File: config.mk
export PLATFORM = sky130hd
export DESIGN_NAME = pswc_divider
export DESIGN_NICKNAME = d
export VERILOG_FILES = /design/src/rtl/polyline_scale_and_window_clip_assert.svh /design/src/rtl/pswc_pkg.sv /design/src/rtl/pswc_divider.sv
export SDC_FILE = /design/constraint.sdc
export NUM_CORES = 1
export LEC_CHECK = 0
export BUFFER_PORTS_ARGS = -buffer_cell sky130_fd_sc_hd__buf_2
export CELL_PAD_IN_SITES_DETAIL_PLACEMENT = 1
export CELL_PAD_IN_SITES_GLOBAL_PLACEMENT = 1
export CORE_ASPECT_RATIO = 0.5
export CORE_MARGIN = 3
export CORE_UTILIZATION = 43
export DETAILED_ROUTE_END_ITERATION = 8
export GPL_TIMING_DRIVEN = 0
export PLACE_DENSITY = 0.89
export SYNTH_ARGS = -nofsm -noshare
export SYNTH_HDL_FRONTEND = slang
export SYNTH_SLANG_ARGS = --single-unit
File: constraint.sdc
create_clock -name clock -period 4.7 [get_ports clock]
set_input_delay 0.47 -clock clock [delete_from_list [all_inputs] [get_ports clock]]
set_output_delay 0.47 -clock clock [all_outputs]
set_load 0.01 [all_outputs]
File: src/rtl/polyline_scale_and_window_clip_assert.svh
// Assertion macros used by the polyline_scale_and_window_clip RTL.
`ifndef POLYLINE_SCALE_AND_WINDOW_CLIP_ASSERT_SVH
`define POLYLINE_SCALE_AND_WINDOW_CLIP_ASSERT_SVH

// same-cycle implication
`define PSWC_ASSERT_IMP(lbl, ante, cons) \
   lbl: assert property (@(posedge clock) disable iff (reset) (ante) |-> (cons)) \
      else $error("pswc assertion failed");

// next-cycle implication
`define PSWC_ASSERT_NEXT(lbl, ante, cons) \
   lbl: assert property (@(posedge clock) disable iff (reset) (ante) |=> (cons)) \
      else $error("pswc assertion failed");

`endif

File: src/rtl/pswc_pkg.sv
package pswc_pkg;

   localparam int COORD_BITS = 16;
   localparam int FRAC_BITS  = 16;
   localparam int DIV_BITS   = 32;
   localparam int DVS_BITS   = 16;

   localparam logic [2:0] REG_X_SCALE  = 3'd0;
   localparam logic [2:0] REG_X_OFFSET = 3'd1;
   localparam logic [2:0] REG_Y_SCALE  = 3'd2;
   localparam logic [2:0] REG_Y_OFFSET = 3'd3;
   localparam logic [2:0] REG_WIN_L    = 3'd4;
   localparam logic [2:0] REG_WIN_R    = 3'd5;
   localparam logic [2:0] REG_WIN_B    = 3'd6;
   localparam logic [2:0] REG_WIN_T    = 3'd7;

   localparam logic [3:0] OC_LEFT   = 4'd1;
   localparam logic [3:0] OC_RIGHT  = 4'd2;
   localparam logic [3:0] OC_BOTTOM = 4'd4;
   localparam logic [3:0] OC_TOP    = 4'd8;

   localparam logic signed [COORD_BITS-1:0] COORD_MAX = 16'sh7FFF;
   localparam logic signed [COORD_BITS-1:0] COORD_MIN = 16'sh8000;

   typedef logic signed [COORD_BITS-1:0] coord_type;

   typedef struct packed {
      logic busy;
      logic done;
   } div_stat_type;

   function automatic coord_type scale_round(input logic signed [65:0] prod,
                                             input logic signed [31:0] ofs);
      logic signed [65:0] v;
      logic [65:0]        mag;
      logic [33:0]        m;
      v   = prod + (66'(ofs) <<< FRAC_BITS);
      mag = v[65] ? 66'(-v) : 66'(v);
      m   = 34'((mag + (66'd1 << (2*FRAC_BITS-1))) >> (2*FRAC_BITS));
      if (v[65]) begin
         if (m > 34'd32768) return COORD_MIN;
         return coord_type'(16'd0 - m[15:0]);
      end
      if (m > 34'd32767) return COORD_MAX;
      return coord_type'(m[15:0]);
   endfunction

   function automatic coord_type sat_coord(input logic signed [34:0] v);
      if (v > 35'sd32767) return COORD_MAX;
      if (v < -35'sd32768) return COORD_MIN;
      return coord_type'(v[15:0]);
   endfunction

   function automatic logic [3:0] outcode(input coord_type x, input coord_type y,
                                          input coord_type l, input coord_type r,
                                          input coord_type b, input coord_type t);
      logic [3:0] c;
      c = (x < l) ? OC_LEFT : ((x > r) ? OC_RIGHT : 4'd0);
      if (y < b) return c | OC_BOTTOM;
      if (y > t) return c | OC_TOP;
      return c;
   endfunction

endpackage

File: src/rtl/pswc_divider.sv
module pswc_divider (
   input  logic                               clock,
   input  logic                               reset,
   input  logic                               start,
   input  logic [pswc_pkg::DIV_BITS-1:0]      dividend,
   input  logic [pswc_pkg::DVS_BITS-1:0]      divisor,
   output logic [pswc_pkg::DIV_BITS:0]        quotient,
   output pswc_pkg::div_stat_type             stat
);

   logic [pswc_pkg::DIV_BITS-1:0] quo_ff, quo_in;
   logic [pswc_pkg::DVS_BITS-1:0] rem_ff, rem_in;
   logic [pswc_pkg::DVS_BITS-1:0] dvs_ff, dvs_in;
   logic [5:0]                    count_ff, count_in;
   logic                          busy_ff, busy_in;
   logic                          done_ff, done_in;
   logic [pswc_pkg::DVS_BITS:0]   rem_s;
   logic                          ge;

   always_comb begin
      quo_in   = quo_ff;
      rem_in   = rem_ff;
      dvs_in   = dvs_ff;
      count_in = count_ff;
      busy_in  = busy_ff;
      done_in  = 1'b0;
      rem_s    = {rem_ff, quo_ff[pswc_pkg::DIV_BITS-1]};
      ge       = rem_s >= {1'b0, dvs_ff};
      if (start) begin
         quo_in   = dividend;
         rem_in   = '0;
         dvs_in   = divisor;
         count_in = 6'(pswc_pkg::DIV_BITS);
         busy_in  = 1'b1;
      end else if (busy_ff) begin
         rem_in   = ge ? 16'(rem_s - {1'b0, dvs_ff}) : rem_s[pswc_pkg::DVS_BITS-1:0];
         quo_in   = {quo_ff[pswc_pkg::DIV_BITS-2:0], ge};
         count_in = count_ff - 6'd1;
         if (count_ff == 6'd1) begin
            busy_in = 1'b0;
            done_in = 1'b1;
         end
      end
   end

   always_ff @(posedge clock) begin
      if (reset) begin
         busy_ff  <= 1'b0;
         done_ff  <= 1'b0;
         count_ff <= '0;
      end else begin
         busy_ff  <= busy_in;
         done_ff  <= done_in;
         count_ff <= count_in;
      end
      quo_ff <= quo_in;
      rem_ff <= rem_in;
      dvs_ff <= dvs_in;
   end

   // round to nearest, ties away from zero
   assign quotient = {1'b0, quo_ff} +
                     33'({rem_ff, 1'b0} >= {1'b0, dvs_ff});
   assign stat.busy = busy_ff;
   assign stat.done = done_ff;

endmodule

==> results of run 1 <==
==> routing by layer <==
layer  up-vias  track usage (%)  share of wire, %
li1       1740                -                 -
met1      1801             25.7                45
met2        88             36.2                49
met3        17             4.38               3.9
met4         0             6.85               1.8
met5         -                0                 0
==> cell families after synthesis <==
kind of cell,share of synthesized area (%)
compound gates,12.2
xor+xnor,9.13
fa+ha+maj,6.13
buf+inv,4.45
flops,43.6
mux,9.93
simple gates,14.6
==> final cells by class <==
cell class              count  area, um^2  area share [%]
clock inverters             5        33.8           0.639
flip-flops and latches     72        1920            36.3
clock buffers              11         233            4.40
plain buffers              16        91.3            1.73
well taps                 135         169            3.19
inverters                  25        93.8            1.77
repair buffers             87         440            8.33
multi-input cells         311        2310            43.6
==> where the power goes <==
part	leakage, nW	internal, mW	total, mW	switching (mW)
logic	1.40	0.197	0.446	0.249
clock network	0.126	0.356	0.626	0.270
registers	0.677	0.746	0.801	0.0556
==> flip-flops by register name (all words and copies together), names as in the netlist <==
register  flops
done_ff       1
rem_ff       16
quo_ff       32
count_ff      6
dvs_ff       16
busy_ff       1
==> path summary, 6_finish.rpt <==
path,endpoint,slack [ns],cells past startpoint,startpoint
max,quotient[28],0.39,16,dvs_ff[3]
max reg2reg,rem_ff[14],1.93,9,quo_ff[31]
min,dvs_ff[8],0.30,1,divisor[8]
min reg2reg,rem_ff[6],0.51,2,rem_ff[6]
==> through the flow <==
stage | total power [mW] | instances
detailed placement | 1.25 | 647
floorplan | 1.11 | 427
finish | 1.87 | 662
global placement | 1.23 | 647
global route | 1.97 | 662
CTS | 1.89 | 663
==> Yosys cell counts, types with 2 or more instances <==
cell       n
clkbuf_1  14
nor3_1    10
a211oi_1  11
nor2_1    32
a21o_1     7
a21oi_1   21
ha_1      20
and2_1     2
o21a_1     3
xor2_1    15
o21ai_0   11
edfxtp_1  48
nand4_2    2
nand2_1   30
nand3_1   22
mux2i_1   10
a311oi_2   2
nand4_1    7
dfxtp_1   24
and3_1    10
a41o_1     2
xnor2_1   31
a31o_2     2
mux2_2    30
buf_4      2
nor2b_1    3
inv_1     24
nand2b_1   2
==> critical path, delay by kind of cell (launching register included) <==
kind | cells | cell delay (ns)
AO/OA/AOI/OAI | 3 | 0.58
adder cells (fa/ha/maj) | 2 | 0.60
buffers and inverters | 3 | 0.44
flip-flops | 1 | 0.34
AND/OR/NAND/NOR | 7 | 1.40
XOR/XNOR | 1 | 0.15
==> what timing repair did <==
item / CTS / global route
gates resized for setup: 0 / 2
endpoints found under the hold margin: 0 / 0
buffers inserted: 0 / 2
setup endpoints to repair: 0 / 12
==> out/metrics.yaml, run 1 <==
most-common-layout-cells: "buf_2 (85), edfxtp_1 (48), nor2_1 (32)"
htreeDepth: 3
fin_ws_ns: 0.388
crit_arrival_ns: 3.84
grt_pass1_vias: 4009
grt_usage_pct: 20.7
yosysTopAreaCell: "edfxtp_1"
final_common_cell: "buf_2"
vias_per_cell: 5.51
critical_path.cell_chain: "inv_1 > ha_1 > nand2_1 > o211a_1 > o21ai_0 > o21ai_0 > nand2b_1 > ha_1 > nand4_1 > nor3_4 > and3b_1 > clkbuf_1 > nand3_1 > nor2_1 > xor2_1 > buf_2"
dr.pass1.iters: 4
synth_area_mm2: 0.00441
synth.distinct_cells: 58
start_util_pct: 45.5
ant_nets: 0
synth_edf_count: 48
ys_seq_elements: 72
worst_path_max_delay_cell: "ha_1"
gp_congestion: 0.814
nFillCells: 1124
slew_viol_final: 0
synthToLayoutAreaGrowth_pct: 19.9
grt-ovfl-total: 0
timing.fmax_mhz: 232
post-place-ws_ns: 0.473
crit_type: "register to output pin"
utilization_pct: 54.5
async_reset_ff_share_pct: 0
dp_hpwl_um: 8550
netlist_instances: 427
antenna_cells: 0
avgSynthCellArea_um2: 10.3
portBuffers: 85
synth_ff_type: "edfxtp_1"
drive_gt1_share_pct: 28.7
wl_um: 11600
maxCapViolCount: 0
fin_skew_ns: 0.00850
postPlaceCellArea_mm2: 0.00500
status: "finished clean"
seq_area_frac_synth_pct: 43.6
final_area_mm2: 0.00529
die_area_mm2: 0.0116
grt_pass1_wl_um: 19200
fin_setup_tns_ns: 0
io_pins: 86
numCtsBuffers: 9
grt_start_max_net_pins: 33
cts_sinks: 72
synth_warnings: 0
synthTopCellsByArea: "edfxtp_1 (33%), dfxtp_1 (11%), mux2_2 (7.7%), xnor2_1 (6.2%), ha_1 (5.7%)"
dr_total_vias: 3646
nNetsFinal: 594
hp-class: "input pin to register"
worstPathRequired_ns: 4.23
power_leakage_nw: 2.20
dieHeight_um: 77.6
core_mm2: 0.00970
die_w_um: 149
clock_latency_ns: 0.34
cts_tree: "done"
power_density_mw_per_mm2: 354
synth_top_area_share_pct: 32.7
cpPeakStageDelay_ns: 0.39
clockBufferDepth: 2
drcViolationCount: 0
period_minus_slack_ns: 4.31
endpoint_kind: "output pin"
num_rows: 25
timing.slew.headroom_pct: 45.9
hold_buffers: 0
finalSetupViolations: 0
synth_fp_nets: 499
routedWlPerCell_um: 17.5
antenna_found_initial: 0
hold_ws_ns: 0.303
critPathMaxFanout: 6
hold_viol: 0
crit_path_start_kind: "register"
vdd_drop_max_v: 0.000202
root_buffer: "clkbuf_16"
rsz0062_at_grt: "no"
clk_pin_slew_ns: 0.06
drtIter0Drc: 234
fin_crit_sh_pct: 91.7
worst_slew_pin_slew_ns: 0.809
Note: power is estimated with default switching activity, not from simulation.
==> inputs of run 2 (changes only) <==
==> constraint.sdc (replaced) <==
create_clock -name clock -period 4.3 [get_ports clock]
set_input_delay 0.43 -clock clock [delete_from_list [all_inputs] [get_ports clock]]
set_output_delay 0.43 -clock clock [all_outputs]
set_load 0.01 [all_outputs]
==> run 2 against run 1 <==
First-iteration DRC count shrank 6.4%. Clock skew grew 0.00067 ns. Combinational power grew 9.6%. Critical path depth shrank 3. Setup slack lost 0.074 ns. Flip-flop and latch count is the same. Cell count shrank 0.30%. Utilization grew 0.065 points. Clock power grew 9.4%. Largest cell class unchanged.
==> out/metrics.yaml, run 2 (synthesized netlist as in run 1, its figures left out) <==
status: "finished clean"
hp-class: "input pin to register"
gp_congestion: 0.814
ant_nets: 0
slew_viol_final: 0
dr_total_vias: 3675
endpoint_kind: "output pin"
cell_internal_pwr_mw: 1.42
vdd_drop_max_v: 0.000221
power_density_mw_per_mm2: 387
root_buffer: "clkbuf_16"
final_area_mm2: 0.00530
cp_num_buf_inv: 1
timing.fmax_mhz: 251
antenna_cells: 0
rsz0062_at_grt: "no"
period_minus_slack_ns: 3.99
hold_viol: 0
clock_latency_ns: 0.34
dp_hpwl_um: 8550
die_w_um: 149
clockPowerShare_pct: 33.4
final_common_cell: "buf_2"
combPwrFrac_pct: 23.9
crit_family: "simple AND/OR/NAND/NOR gates"
power_leakage_nw: 2.21
clockBufferDepth: 2
switchingPower_mw: 0.630
worst_path_max_delay_cell: "ha_1"
worst_slew_pin_slew_ns: 0.792
largest_register: "quo_ff"
drtIter0Drc: 219
fin_skew_ns: 0.00916
crit_arrival_ns: 3.56
drive_gt1_share_pct: 29.1
postPlaceCellArea_mm2: 0.00500
timing.slew.headroom_pct: 47.0
grt_pass1_wl_um: 19100
fin_crit_sh_pct: 92.7
num_rows: 25
routedWlPerCell_um: 17.7
antenna_found_initial: 0
wl_um: 11700
worstPathRequired_ns: 3.87
numCtsBuffers: 9
critPathMaxFanout: 9
grt_usage_pct: 20.7
die_area_mm2: 0.0116
portBuffers: 85
place_inst: 647
crit_path_start_kind: "register"
crit_type: "register to output pin"
grt-ovfl-total: 0
swShare_pct: 30.7
cts_tree: "done"
power.total_mw: 2.05
cts_sinks: 72
io_pins: 86
nNetsFinal: 592
dieHeight_um: 77.6
reg2reg_setup_slack_ns: 1.54
grt_start_max_net_pins: 33
start_util_pct: 45.5
critical_path.cell_chain: "ha_1 > nand2_1 > o21a_1 > o21ai_0 > nand2b_1 > ha_1 > nand4_1 > nor3_2 > nand2_1 > nor3_4 > nand4_1 > xnor2_1 > buf_2"
nFillCells: 1120
maxCapViolCount: 0
fin_setup_tns_ns: 0
largest_register_ffs: 32
htreeDepth: 3
grt_pass1_vias: 4011
top_regs: "quo_ff (32), dvs_ff (16), rem_ff (16)"
dr.pass1.iters: 4
clk_pin_slew_ns: 0.06
finalSetupViolations: 0
cpPeakStageDelay_ns: 0.45
fin_cells: 660
power_frac_seq_pct: 42.7
vias_per_cell: 5.57
synthToLayoutAreaGrowth_pct: 20.1
core_mm2: 0.00970
most-common-layout-cells: "buf_2 (85), edfxtp_1 (48), nor2_1 (32)"
drcViolationCount: 0
==> run 2: cell count changes in the layout (fill, tap and decap cells not counted) <==
cell	change
and3b_1	-1
buf_4	-1
and3b_2	+1
nor3_1	-1
nor3_4	+1
clkbuf_1	-1
nand3_2	+1
nand3_1	-1
==> run 2: cell type report <==
cell class                      instances  area, um^2  share of cell area, %
Sequential cell                        72        1920                   36.3
Multi-Input combinational cell        311        2320                   43.9
Clock inverter                          5        33.8                  0.638
Timing Repair Buffer                   86         433                   8.18
Clock buffer                           11         233                   4.40
Inverter                               25        93.8                   1.77
Tap cell                              135         169                   3.19
Buffer                                 15        87.6                   1.65
==> run 2: worst reg2reg max path: cells and delay by family (launching register included) <==
family          cells  cell delay, ns
xor+xnor            1            0.15
fa+ha+maj           2            0.72
buf+inv             1            0.07
simple gates        2            0.40
compound gates      3            0.86
flops               1            0.46
==> run 2: layer usage <==
metal	GRT usage, %	part of all wire (%)
met2	36.2	49
met1	25.6	45
met4	6.85	2.0
met5	0	0
met3	4.38	3.6
==> run 2: power groups by stage <==
stage / logic (mW) / clock network (mW) / registers (mW)
finish: 0.489 / 0.685 / 0.876
global route: 0.541 / 0.731 / 0.885
CTS: 0.487 / 0.698 / 0.876
detailed placement: 0.481 / 0 / 0.890
global placement: 0.464 / 0 / 0.884
floorplan: 0.342 / 0 / 0.870
==> run 2: worst paths after layout <==
check	from	end	depth (start not counted)
worst max-delay path	rem_ff[11]	quotient[31]	13
worst min-delay path	divisor[8]	dvs_ff[8]	1
worst max register to register	quo_ff[31]	rem_ff[14]	9
worst min register to register	rem_ff[5]	rem_ff[5]	2
==> run 2: metrics by stage <==
step	hold WS, ns	util, %	setup slack (ns)
floorplan	0.463	-	0.812
global placement	0.476	51.6	0.218
detailed placement	0.502	51.6	0.113
CTS	0.253	54.4	0.0959
global route	0.249	54.6	0.0298
finish	0.262	54.6	0.314
==> run 2: what timing repair did <==
item                       4_1_cts  5_1_grt
cloned                           0        0
gates resized for setup          2        4
setup endpoints to repair       12        9
hold endpoints to repair         0        0
setup buffers                    1        0
pin swaps                        1        0
hold buffers                     0        0
